===== src/ccr_pkg.sv =====
// Package for the centre-crop resize to gray block: constants, codes and
// pipeline record types. Depends on nothing.
package ccr_pkg;

    localparam int FRAME_BYTES = 131072;
    localparam int ADDR_W      = $clog2(FRAME_BYTES);
    localparam int WORD_DEPTH  = FRAME_BYTES / 2;
    localparam int WORD_AW     = $clog2(WORD_DEPTH);
    localparam int DIM_W       = 8;
    localparam int DVD_W       = 16;
    localparam int DIV_STAGES  = DVD_W;
    localparam int SUM_W       = 15;
    localparam int PROD_W      = 28;
    localparam int RECIP_SHIFT = 19;

    localparam logic [DIM_W-1:0] CAMERA_WIDTH_RST  = 8'd176;
    localparam logic [DIM_W-1:0] CAMERA_HEIGHT_RST = 8'd144;
    localparam logic [DIM_W-1:0] MODEL_WIDTH_RST   = 8'd96;
    localparam logic [DIM_W-1:0] MODEL_HEIGHT_RST  = 8'd96;

    localparam logic [SUM_W-1:0]  WEIGHT_R  = 15'd30;
    localparam logic [SUM_W-1:0]  WEIGHT_G  = 15'd59;
    localparam logic [SUM_W-1:0]  WEIGHT_B  = 15'd11;
    // floor(x / 100) == (x * 5243) >> 19 for every x below 43690
    localparam logic [PROD_W-1:0] RECIP_100 = 28'd5243;

    typedef enum logic [1:0] {
        REG_CAMERA_WIDTH  = 2'd0,
        REG_CAMERA_HEIGHT = 2'd1,
        REG_MODEL_WIDTH   = 2'd2,
        REG_MODEL_HEIGHT  = 2'd3
    } cfg_reg_t;

    typedef enum logic {
        OP_WRITE   = 1'b0,
        OP_REQUEST = 1'b1
    } op_t;

    typedef struct packed {
        op_t               op;
        logic [ADDR_W-1:0] addr;
        logic [7:0]        data;
        logic              last;
    } item_t;

    typedef struct packed {
        item_t item;
        logic  oor;
        logic  wide;
    } line_a_t;

    typedef struct packed {
        item_t            item;
        logic             oor;
        logic [DIM_W-1:0] crop_x;
        logic [DIM_W-1:0] crop_y;
    } line_b_t;

endpackage


===== src/ccr_div.sv =====
// Pipelined restoring divider, one quotient bit per stage.
// Depends on ccr_pkg for the operand widths.
module ccr_div
    import ccr_pkg::*;
(
    input  logic             clk,
    input  logic             en,
    input  logic [DVD_W-1:0] dividend,
    input  logic [DIM_W-1:0] divisor,
    output logic [DVD_W-1:0] quotient,
    output logic [DIM_W-1:0] remainder
);

    logic [DVD_W-1:0] dvd_reg [DIV_STAGES];
    logic [DVD_W-1:0] quo_reg [DIV_STAGES];
    logic [DIM_W-1:0] rem_reg [DIV_STAGES];
    logic [DIM_W-1:0] dvs_reg [DIV_STAGES];

    genvar k;
    generate
        for (k = 0; k < DIV_STAGES; k++) begin : g_stage
            logic [DVD_W-1:0] dvd_in;
            logic [DVD_W-1:0] quo_in;
            logic [DIM_W-1:0] rem_in;
            logic [DIM_W-1:0] dvs_in;
            logic [DIM_W:0]   trial;
            logic             fits;

            if (k == 0) begin : g_first
                assign dvd_in = dividend;
                assign quo_in = '0;
                assign rem_in = '0;
                assign dvs_in = divisor;
            end
            else begin : g_next
                assign dvd_in = dvd_reg[k-1];
                assign quo_in = quo_reg[k-1];
                assign rem_in = rem_reg[k-1];
                assign dvs_in = dvs_reg[k-1];
            end

            assign trial = {rem_in, dvd_in[DVD_W-1]};
            assign fits  = trial >= {1'b0, dvs_in};

            always_ff @(posedge clk)
            begin
                if (en)
                begin
                    dvd_reg[k] <= {dvd_in[DVD_W-2:0], 1'b0};
                    quo_reg[k] <= {quo_in[DVD_W-2:0], fits};
                    rem_reg[k] <= fits ? DIM_W'(trial - {1'b0, dvs_in}) : DIM_W'(trial);
                    dvs_reg[k] <= dvs_in;
                end
            end
        end
    endgenerate

    assign quotient  = quo_reg[DIV_STAGES-1];
    assign remainder = rem_reg[DIV_STAGES-1];

endmodule


===== config.mk =====
export PLATFORM = sky130hd
export DESIGN_NAME = ccr_div
export DESIGN_NICKNAME = d
export VERILOG_FILES = /design/src/ccr_pkg.sv /design/src/ccr_div.sv
export SDC_FILE = /design/constraint.sdc
export NUM_CORES = 1
export LEC_CHECK = 0
export BUFFER_PORTS_ARGS = -buffer_cell sky130_fd_sc_hd__buf_4
export CORE_UTILIZATION = 61
export CTS_BUF_LIST = sky130_fd_sc_hd__clkbuf_8
export DETAILED_ROUTE_END_ITERATION = 6
export PLACE_DENSITY = 0.78
export SYNTH_ARGS = -nofsm -noshare
export SYNTH_HDL_FRONTEND = slang
export SYNTH_SLANG_ARGS = --single-unit

===== constraint.sdc =====
create_clock -name clk -period 6.6 [get_ports clk]
set_input_delay 0.66 -clock clk [delete_from_list [all_inputs] [get_ports clk]]
set_output_delay 0.66 -clock clk [all_outputs]
set_load 0.05 [all_outputs]

==> qor.csv, run 1 <==
metric,value,unit
status,"complete, but fails checks",
failing checks,design-rule violations,
clock slew at reported path FFs,0.06,ns
Synth top cells by count,"504 x edfxtp_1, 170 x inv_1, 122 x ha_1, 99 x o21ai_0, 80 x nand2_1",
Fin Hold WS,0.196,ns
"EDFF count, synth",504,
share of cells above drive strength 1,0.132,
fin crit share,0.373,
crit path cell chain,ha_1 -> a21oi_1 -> o21ai_0 -> a221oi_4 -> inv_1 -> o22a_1,
"Clk Latency, worst-skew pair",0.64,ns
post-CTS setup repair buffer count,0,
first-pass GRT wire length,57.0,mm
Worst Path Arrival,2.85,ns
Area Growth Syn to Fin,10.5,%
post-cts resize count,0,
post-synthesis cell area,22300,um^2
detailed placement HPWL,22.7,mm
Setup crit end kind,flop,
num rows,69,
library cells used by synthesis,62,
vias per inst,5.58,
ys async rst share,0,
# fillers,2385,
Clock Skews,0.0199,ns
final setup violation count,0,
post-synthesis sequential area ratio,0.677,
boundary pin count,50,
Clk pwr share,0.240,
headroom to the max-slew limit,0.255,
total core area,35800,um^2
worst slew pin tran,1.12,ns
Max-Cap Viols,0,
startpoint types,flop,
CTS Hold Bufs,0,
Leak,0.00963,uW
vias in the first global route,12300,
total number of vias,12000,
die area,37400,um^2
Starting Density,0.624,
"Core Util, Final",0.689,
Power Total,9880,uW
number of flip-flops in the largest register,136,
DR iter-0 viols,746,
cell taking the most area after synthesis,edfxtp_1,
CTS sink count,504,
Synth area leaders,"edfxtp_1 68%, ha_1 6.8%, inv_1 2.9%",
"antenna viol nets, final",0,
# port buffers,49,
cts bufs inserted,81,
synthesized flop and latch total,504,
most common cell in the netlist,edfxtp_1,
Mapped Avg Cell Area,14.8,um^2
Final Slew Violations,0,
WL/cell,15.9,um
WP data required,6.98,ns
PwrDens,400,nW/um^2
HP Class,primary input to flop,
switching part of the total,0.312,
ANT cells,0,
WP depth,6,
f_max,406,MHz
Synth Instances,1510,
DP Worst Slack,3.91,ns
RD Place Congestion,0.868,
clock root cell,clkbuf_8,
Ys Warns,0,
setup TNS,0,ns
RSZ-0062 raised after global routing,false,
"Max stage delay cell, worst path",a221oi_4,
buffer and inverter count on the worst path,1,
initial antenna violation count,0,
Psw,3090,uW
Worst Slack Setup Final,4.14,ns
DRC,2,
top-area cell type share of the netlist area,0.677,
Die X,193,um
Max stage delay on crit path,0.64,ns
Peak VDD IR,0.206,mV
Flop pwr share,0.455,
CTS Buffer Depth,3,
DIE HEIGHT,193,um
Final #Nets,1798,
Synth Net Count,1673,
Final min period,2.46,ns
Cell Int Power,6800,uW
top_reg_cell synth,edfxtp_1,
CP Max Fanout,16,
worst r2r path cells,6,
Routed WL,34.3,mm
CTS tree,done,
Hold Crit Depth,1,
WS Path Type,flop to flop,
combinational power share,0.304,
Detailed Routing Iterations Pass 1,7,
GRT Util Overall,0.189,
CTS H-Tree Depth,3,
final hold violation count,0,
"Remaining Overflow, GRT",0,
"Largest delay share family, worst path",compound AO/OA/AOI/OAI gates,
pin count of the biggest net entering global routing,168,
-- path summary, 6_finish.rpt --
kind	from	end	slack, ns
max	rem_reg[2][9]	rem_reg[3][7]	4.14
min	dividend[0]	dvd_reg[0][0]	0.20
max reg2reg	rem_reg[2][9]	rem_reg[3][7]	4.14
min reg2reg	quo_reg[1][88]	quo_reg[1][105]	0.40
-- metal layers --
metal | GRT usage | up-vias | part of all wire | wire length (um)
li1 | - | 5912 | - | -
met1 | 0.226 | 5805 | 0.42 | 14400
met2 | 0.329 | 214 | 0.51 | 17700
met3 | 0.0404 | 89 | 0.036 | 1230
met4 | 0.0889 | 0 | 0.032 | 1080
met5 | 0 | - | 0 | 0
-- kinds of logic (layout without fill, tap and decap cells) --
group	after synthesis	after routing	synth area share
xor+xnor	48	48	0.0188
compound gates	329	329	0.103
simple gates	257	257	0.0595
buf+inv	180	363	0.0314
mux	55	55	0.0280
fa+ha+maj	137	137	0.0818
flops	504	504	0.677
-- cell type report --
| type | count | area, um^2 | area share |
|---|---|---|---|
| clock buffer | 82 | 1130 | 0.0457 |
| inverter | 170 | 638 | 0.0258 |
| multi-input combinational | 826 | 6500 | 0.263 |
| tap | 461 | 577 | 0.0234 |
| clock inverter | 59 | 290 | 0.0118 |
| timing repair buffer | 52 | 423 | 0.0171 |
| sequential | 504 | 15100 | 0.613 |
-- power by group through the flow --
stage	Sequential, uW	Combinational, uW	Clock (uW)
finish	4500	3010	2380
global route	4550	3360	2580
CTS	4500	3010	2450
detailed placement	4560	2980	0
global placement	4540	2850	0
floorplan	4580	2270	0
-- stage by stage --
stage | instance area, um^2 | std cells
2_1_floorplan | 22300 | 1510
3_3_place_gp | 23300 | 2013
3_5_place_dp | 23300 | 2013
4_1_cts | 24700 | 2154
5_1_grt | 24700 | 2154
6_report | 24700 | 2154
-- layout by cell type, fill, tap and decap left out, types with 20 or more instances in the layout --
cell / netlist / layout
clkbuf_8: 0 / 82
edfxtp_1: 504 / 504
nand2_1: 80 / 80
nor2b_1: 20 / 20
o21ai_0: 99 / 99
mux2_2: 22 / 22
a21o_1: 22 / 22
nand2b_1: 25 / 25
buf_4: 6 / 49
ha_1: 122 / 122
mux2i_1: 22 / 22
xnor2_1: 26 / 26
o21a_1: 26 / 26
a21oi_1: 62 / 62
xor2_1: 22 / 22
nor2_1: 39 / 39
inv_1: 170 / 194
Note: power is estimated with default switching activity, not from simulation.
==> run 2: changes to the inputs <==
ABC_AREA = 1   (was default)
clock period = 2.35 ns   (was 6.6 ns; I/O delays follow)
==> qor.csv, run 2 <==
metric,value,unit,change
CTS sink count,504,,unchanged
"EDFF count, synth",504,,unchanged
library cells used by synthesis,31,,was 62
Ys Warns,0,,unchanged
WS Path Type,flop to flop,,unchanged
"antenna viol nets, final",0,,unchanged
initial antenna violation count,0,,unchanged
Synth Instances,2177,,was 1510
ys async rst share,0,,unchanged
GR Util met2,0.384,,was 0.329
final hold violation count,0,,unchanged
headroom to the max-slew limit,0.651,,was 0.255
post-synthesis sequential area ratio,0.633,,was 0.677
cell taking the most area after synthesis,edfxtp_1,,unchanged
Setup crit end kind,flop,,unchanged
Clk pwr share,0.229,,was 0.240
worst r2r dst,rem_reg[7][15],,was rem_reg[3][7]
CTS tree,done,,unchanged
share of cells above drive strength 1,0.100,,was 0.132
Final #Nets,2501,,was 1798
Worst Slack Setup Final,0.291,ns,was 4.14 ns
first-pass GRT wire length,70.2,mm,was 57.0 mm
crit path cell chain,ha_1 -> nand2_1 -> nor2_2 -> nand3_1 -> and2_1 -> nand2_8 -> nand2_1 -> nand2_1,,was ha_1 -> a21oi_1 -> o21ai_0 -> a221oi_4 -> inv_1 -> o22a_1
post-CTS setup repair buffer count,0,,unchanged
switching part of the total,0.356,,was 0.312
final setup violation count,0,,unchanged
WP data required,2.73,ns,was 6.98 ns
worst slew pin tran,0.524,ns,was 1.12 ns
RD Place Congestion,0.910,,was 0.868
clock root cell,clkbuf_8,,unchanged
Hold Crit Depth,1,,unchanged
# port buffers,49,,unchanged
num rows,72,,was 69
Final min period,2.06,ns,was 2.46 ns
Max-Cap Viols,0,,unchanged
boundary pin count,50,,unchanged
total number of vias,15100,,was 12000
setup TNS,0,ns,unchanged
"reg-to-reg slack, setup",0.29,ns,was 4.14 ns
top_reg_cell synth,edfxtp_1,,unchanged
Detailed Routing Iterations Pass 1,5,,was 7
CTS Hold Bufs,24,,was 0
Mapped Avg Cell Area,11.0,um^2,was 14.8 um^2
placed insts,2749,,was 2013
CTS Buffer Depth,3,,unchanged
"Max stage delay cell, worst path",and2_1,,was a221oi_4
met1 GRT Util,0.279,,was 0.226
PwrDens,1120,nW/um^2,was 400 nW/um^2
post-synthesis cell area,23900,um^2,was 22300 um^2
DRC,0,,was 2
top-area cell type share of the netlist area,0.633,,was 0.677
"Remaining Overflow, GRT",0,,unchanged
Synth area leaders,"edfxtp_1 63%, nand2_1 10%, ha_1 6.4%",,"was edfxtp_1 68%, ha_1 6.8%, inv_1 2.9%"
most common cell in the netlist,nand2_1,,was edfxtp_1
reg-to-reg critical path startpoint,rem_reg[7][4],,was rem_reg[2][9]
GR peak layer,met2,,unchanged
worst r2r path cells,8,,was 6
buffer and inverter count on the worst path,0,,was 1
Max stage delay on crit path,0.45,ns,was 0.64 ns
Leak,0.0121,uW,was 0.00963 uW
GRT Util Overall,0.225,,was 0.189
Clock Skews,0.0236,ns,was 0.0199 ns
Worst Path Arrival,2.43,ns,was 2.85 ns
HP Class,primary input to flop,,unchanged
DR iter-0 viols,1022,,was 746
Critical Path Start,rem_reg[7][4],,was rem_reg[2][9]
M3 GR Usage,0.0383,,was 0.0404
startpoint types,flop,,unchanged
cts bufs inserted,81,,unchanged
most frequent cells in the layout,"637 x nand2_1, 504 x edfxtp_1, 370 x inv_1, 218 x nand3_1, 122 x ha_1",,"was 504 x edfxtp_1, 194 x inv_1, 122 x ha_1, 99 x o21ai_0, 82 x clkbuf_8"
synthesized flop and latch total,504,,unchanged
number of flip-flops in the largest register,136,,unchanged
die area,40000,um^2,was 37400 um^2
Die X,200,um,was 193 um
detailed placement HPWL,31.0,mm,was 22.7 mm
clock slew at reported path FFs,0.06,ns,about the same
"Core Util, Final",0.692,,was 0.689
Cell Int Power,19300,uW,was 6800 uW
vias per inst,5.17,,was 5.58
Flop pwr share,0.433,,was 0.455
CP Max Fanout,9,,was 16
Fin Hold WS,0.0688,ns,was 0.196 ns
WL/cell,14.8,um,was 15.9 um
"commonest non-fill, non-tap cell in the layout",nand2_1,,was edfxtp_1
total core area,38600,um^2,was 35800 um^2
Synth top cells by count,"637 x nand2_1, 504 x edfxtp_1, 341 x inv_1, 218 x nand3_1, 122 x ha_1",,"was 504 x edfxtp_1, 170 x inv_1, 122 x ha_1, 99 x o21ai_0, 80 x nand2_1"
Synth Net Count,2340,,was 1673
Final Slew Violations,0,,unchanged
Routed WL,43.0,mm,was 34.3 mm
vias in the first global route,14800,,was 12300
status,"finished, final reports clean",,"was complete, but fails checks"
"Clk Latency, worst-skew pair",0.63,ns,was 0.64 ns
WP depth,8,,was 6
Area Growth Syn to Fin,11.8,%,was 10.5%
Psw,10600,uW,was 3090 uW
"Largest delay share family, worst path",simple AND/OR/NAND/NOR gates,,was compound AO/OA/AOI/OAI gates
Peak VDD IR,0.580,mV,was 0.206 mV
combinational power share,0.339,,was 0.304
fin crit share,0.876,,was 0.373
crit path to,rem_reg[7][15],,was rem_reg[3][7]
pin count of the biggest net entering global routing,73,,was 168
Starting Density,0.619,,was 0.624
DP Worst Slack,0.296,ns,was 3.91 ns
RSZ-0062 raised after global routing,false,,unchanged
Critical Path Most Common Cell,nand2_1,,
DIE HEIGHT,200,um,was 193 um
ANT cells,0,,unchanged
f_max,486,MHz,was 406 MHz
post-cts resize count,0,,unchanged
fin cells,2917,,was 2154
CTS H-Tree Depth,3,,unchanged
-- run 2: cell count changes in the layout (fill, tap and decap cells not counted), sizes merged, moves of 25 or more --
| cell | before | now |
|---|---|---|
| nor2 | 39 | 98 |
| o21ai | 113 | 1 |
| nand2b | 25 | 0 |
| nand2 | 80 | 679 |
| nand4 | 3 | 28 |
| mux2 | 33 | 0 |
| inv | 199 | 375 |
| nand3 | 18 | 218 |
| o21a | 26 | 0 |
-- run 2: cells by family after synthesis --
| logic type | Yosys count | synth area share |
|---|---|---|
| AO/OA/AOI/OAI | 63 | 0.0152 |
| XOR/XNOR | 48 | 0.0176 |
| adder cells (fa/ha/maj) | 137 | 0.0763 |
| buffers and inverters | 370 | 0.0609 |
| flip-flops | 504 | 0.633 |
| AND/OR/NAND/NOR | 1055 | 0.197 |
-- run 2: routing by layer --
| metal | part of all wire | up-vias |
|---|---|---|
| met3 | 0.046 | 95 |
| li1 | - | 7592 |
| met1 | 0.43 | 7011 |
| met4 | 0.036 | 0 |
| met5 | 0 | - |
| met2 | 0.49 | 388 |
-- run 2: worst min-delay path by stage --
stage / from / to
floorplan: dividend[0] / dvd_reg[0][0]
global placement: quo_reg[1][72] / quo_reg[1][89]
detailed placement: dvd_reg[0][1] / dvd_reg[0][17]
CTS: en / dvd_reg[0][11]
global route: en / dvd_reg[0][11]
finish: en / dvd_reg[0][11]
-- run 2: power groups by stage --
stage,clock [uW],combinational (uW),sequential [uW]
4_1_cts,7050,10100,12900
2_1_floorplan,0,7620,13000
3_3_place_gp,0,9840,13100
6_report,6840,10100,12900
3_5_place_dp,0,10000,13100
5_1_grt,7430,11600,13100
-- run 2: area by class of cell --
cell class / count / area, um^2
Multi-Input combinational cell: 1303 / 7340
Tap cell: 518 / 648
Sequential cell: 504 / 15100
Timing Repair Buffer: 95 / 843
Clock inverter: 63 / 358
Inverter: 353 / 1330
Fill cell: 2756 / 11900
Clock buffer: 81 / 1110
-- run 2: per-stage QoR --
stage	total power, uW	cell area, um^2
global route	32100	26800
global placement	22900	25000
floorplan	20600	23900
detailed placement	23100	25000
finish	29900	26800
CTS	30100	26800
-- run 2: worst reg2reg max path, cell delays in order (launching register included) --
cell      delay, ns
edfxtp_1       0.43
ha_1           0.41
nand2_1        0.13
nor2_2         0.05
nand3_1        0.05
and2_1         0.45
nand2_8        0.13
nand2_1        0.10
nand2_1        0.05
==> run 3: changes to the inputs <==
ABC_AREA = default   (was 1)
==> qor.csv, run 3 (synthesized netlist as in run 1, its figures left out) <==
metric,value,unit,change
Final Slew Violations,0,,unchanged
RD Place Congestion,0.867,,was 0.910
GRT Util Overall,0.201,,was 0.225
headroom to the max-slew limit,0.635,,was 0.651
Worst Path Arrival,2.70,ns,was 2.43 ns
f_max,430,MHz,was 486 MHz
final hold violation count,0,,unchanged
Die X,193,um,was 200 um
ANT cells,0,,unchanged
fin crit share,0.990,,was 0.876
Starting Density,0.624,,was 0.619
Hold Path End,dvd_reg[0][0],,was dvd_reg[0][11]
WL/cell,16.4,um,was 14.8 um
worst slew pin tran,0.542,ns,was 0.524 ns
DRC,2,,was 0
failing checks,design-rule violations,,
most frequent cells in the layout,"504 x edfxtp_1, 197 x inv_1, 122 x ha_1, 99 x o21ai_0, 86 x buf_4",,"was 637 x nand2_1, 504 x edfxtp_1, 370 x inv_1, 218 x nand3_1, 122 x ha_1"
Fin Hold WS,0.0631,ns,was 0.0688 ns
"Core Util, Final",0.708,,was 0.692
total core area,35800,um^2,was 38600 um^2
post-route cell area,25300,um^2,was 26800 um^2
clock root cell,clkbuf_8,,unchanged
"commonest non-fill, non-tap cell in the layout",edfxtp_1,,was nand2_1
"reg-to-reg slack, setup",0.02,ns,was 0.29 ns
Hold Path Origin,en,,unchanged
DR iter-0 viols,810,,was 1022
CTS tree,done,,unchanged
vias per inst,5.52,,was 5.17
cts bufs inserted,81,,unchanged
Clk pwr share,0.236,,was 0.229
Peak VDD IR,0.588,mV,was 0.580 mV
CTS Buffer Depth,3,,unchanged
DIE HEIGHT,193,um,was 200 um
HP Class,primary input to flop,,unchanged
Detailed Routing Iterations Pass 1,7,,was 5
Setup crit end kind,flop,,unchanged
Hold Crit Depth,1,,unchanged
Cell Int Power,19400,uW,was 19300 uW
Leak,0.00999,uW,was 0.0121 uW
startpoint types,flop,,unchanged
PwrDens,1110,nW/um^2,was 1120 nW/um^2
Power Total,28200,uW,was 29900 uW
pin count of the biggest net entering global routing,63,,was 73
Post-DP Area,23600,um^2,was 25000 um^2
Final min period,2.33,ns,was 2.06 ns
status,"complete, but fails checks",,"was finished, final reports clean"
CTS H-Tree Depth,3,,unchanged
setup TNS,0,ns,unchanged
detailed placement HPWL,24.2,mm,was 31.0 mm
WP data required,2.73,ns,about the same
initial antenna violation count,0,,unchanged
switching part of the total,0.311,,was 0.356
Final #Nets,1865,,was 2501
boundary pin count,50,,unchanged
reg-to-reg critical path startpoint,rem_reg[0][2],,was rem_reg[7][4]
worst r2r path cells,6,,was 8
die area,37400,um^2,was 40000 um^2
"antenna viol nets, final",0,,unchanged
WS Path Type,flop to flop,,unchanged
Flop pwr share,0.449,,was 0.433
vias in the first global route,12500,,was 14800
Area Growth Syn to Fin,13.5,%,was 11.8%
total number of vias,12300,,was 15100
worst r2r dst,rem_reg[0][10],,was rem_reg[7][15]
combinational power share,0.315,,was 0.339
clock slew at reported path FFs,0.06,ns,about the same
"Remaining Overflow, GRT",0,,unchanged
CP Max Fanout,8,,was 9
final setup violation count,0,,unchanged
first-pass GRT wire length,60.1,mm,was 70.2 mm
Routed WL,36.4,mm,was 43.0 mm
Psw,8780,uW,was 10600 uW
Clock Skews,0.0224,ns,was 0.0236 ns
number of flip-flops in the largest register,136,,unchanged
share of cells above drive strength 1,0.152,,was 0.100
# port buffers,49,,unchanged
CTS sink count,504,,unchanged
"Clk Latency, worst-skew pair",0.63,ns,about the same
num rows,69,,was 72
Max-Cap Viols,0,,unchanged
[run 3: power by group through the flow]
stage / clock network [uW] / logic [uW] / registers [uW]
6_report: 6660 / 8880 / 12700
4_1_cts: 6900 / 8760 / 12700
5_1_grt: 7290 / 9860 / 12800
3_3_place_gp: 0 / 8350 / 12800
3_5_place_dp: 0 / 8620 / 12900
2_1_floorplan: 0 / 6390 / 12900
[run 3: worst max-delay path: stages (launching register included)]
cell and delay, ns:
edfxtp_1 0.41, ha_1 0.41, nand3_1 0.16, a21oi_1 0.31
a211oi_4 0.11, o21ai_4 0.35, mux2_4 0.33
[run 3: layout make-up]
class	count	area [um^2]
Inverter	170	638
Sequential cell	504	15100
Tap cell	461	577
Clock inverter	61	294
Multi-Input combinational cell	826	6520
Fill cell	2335	10500
Timing Repair Buffer	119	1060
Clock buffer	82	1130
[run 3: timing repair]
| action | in CTS | in global routing |
|---|---|---|
| resized for setup | 0 | 2 |
| setup endpoints to repair | 5 | 15 |
| cloned | 0 | 0 |
| buffers inserted | 3 | 6 |
| endpoints found under the hold margin | 27 | 0 |
| pin swaps | 1 | 5 |
| hold buffers | 24 | 0 |
[run 3: how the worst max path moves through the flow]
stage / startpoint / to / slack (ns) / cells after the start
final: rem_reg[0][2] / rem_reg[0][10] / 0.02 / 6
after detailed placement: dvs_reg[1][16] / rem_reg[5][11] / 0.01 / 6
after floorplan: rem_reg[3][2] / rem_reg[3][10] / 0.27 / 6
after global placement: dvs_reg[1][16] / rem_reg[5][13] / 0.11 / 6
after CTS: rem_reg[3][2] / rem_reg[3][11] / 0.07 / 6
after global routing: rem_reg[0][2] / rem_reg[0][12] / -0.06 / 6
[run 3: per-layer routing]
| metal | vias up | wire (um) | GRT usage |
|---|---|---|---|
| li1 | 6062 | - | - |
| met1 | 5912 | 15700 | 0.251 |
| met2 | 231 | 18400 | 0.343 |
| met3 | 69 | 1330 | 0.0389 |
| met4 | 0 | 948 | 0.0859 |
| met5 | - | 0 | 0 |
[run 3: metrics by stage]
stage / std cells / setup slack, ns
3_3_place_gp: 2047 / 0.108
4_1_cts: 2217 / 0.0710
3_5_place_dp: 2047 / 0.0124
5_1_grt: 2223 / -0.0643
2_1_floorplan: 1510 / 0.274
6_report: 2223 / 0.0241
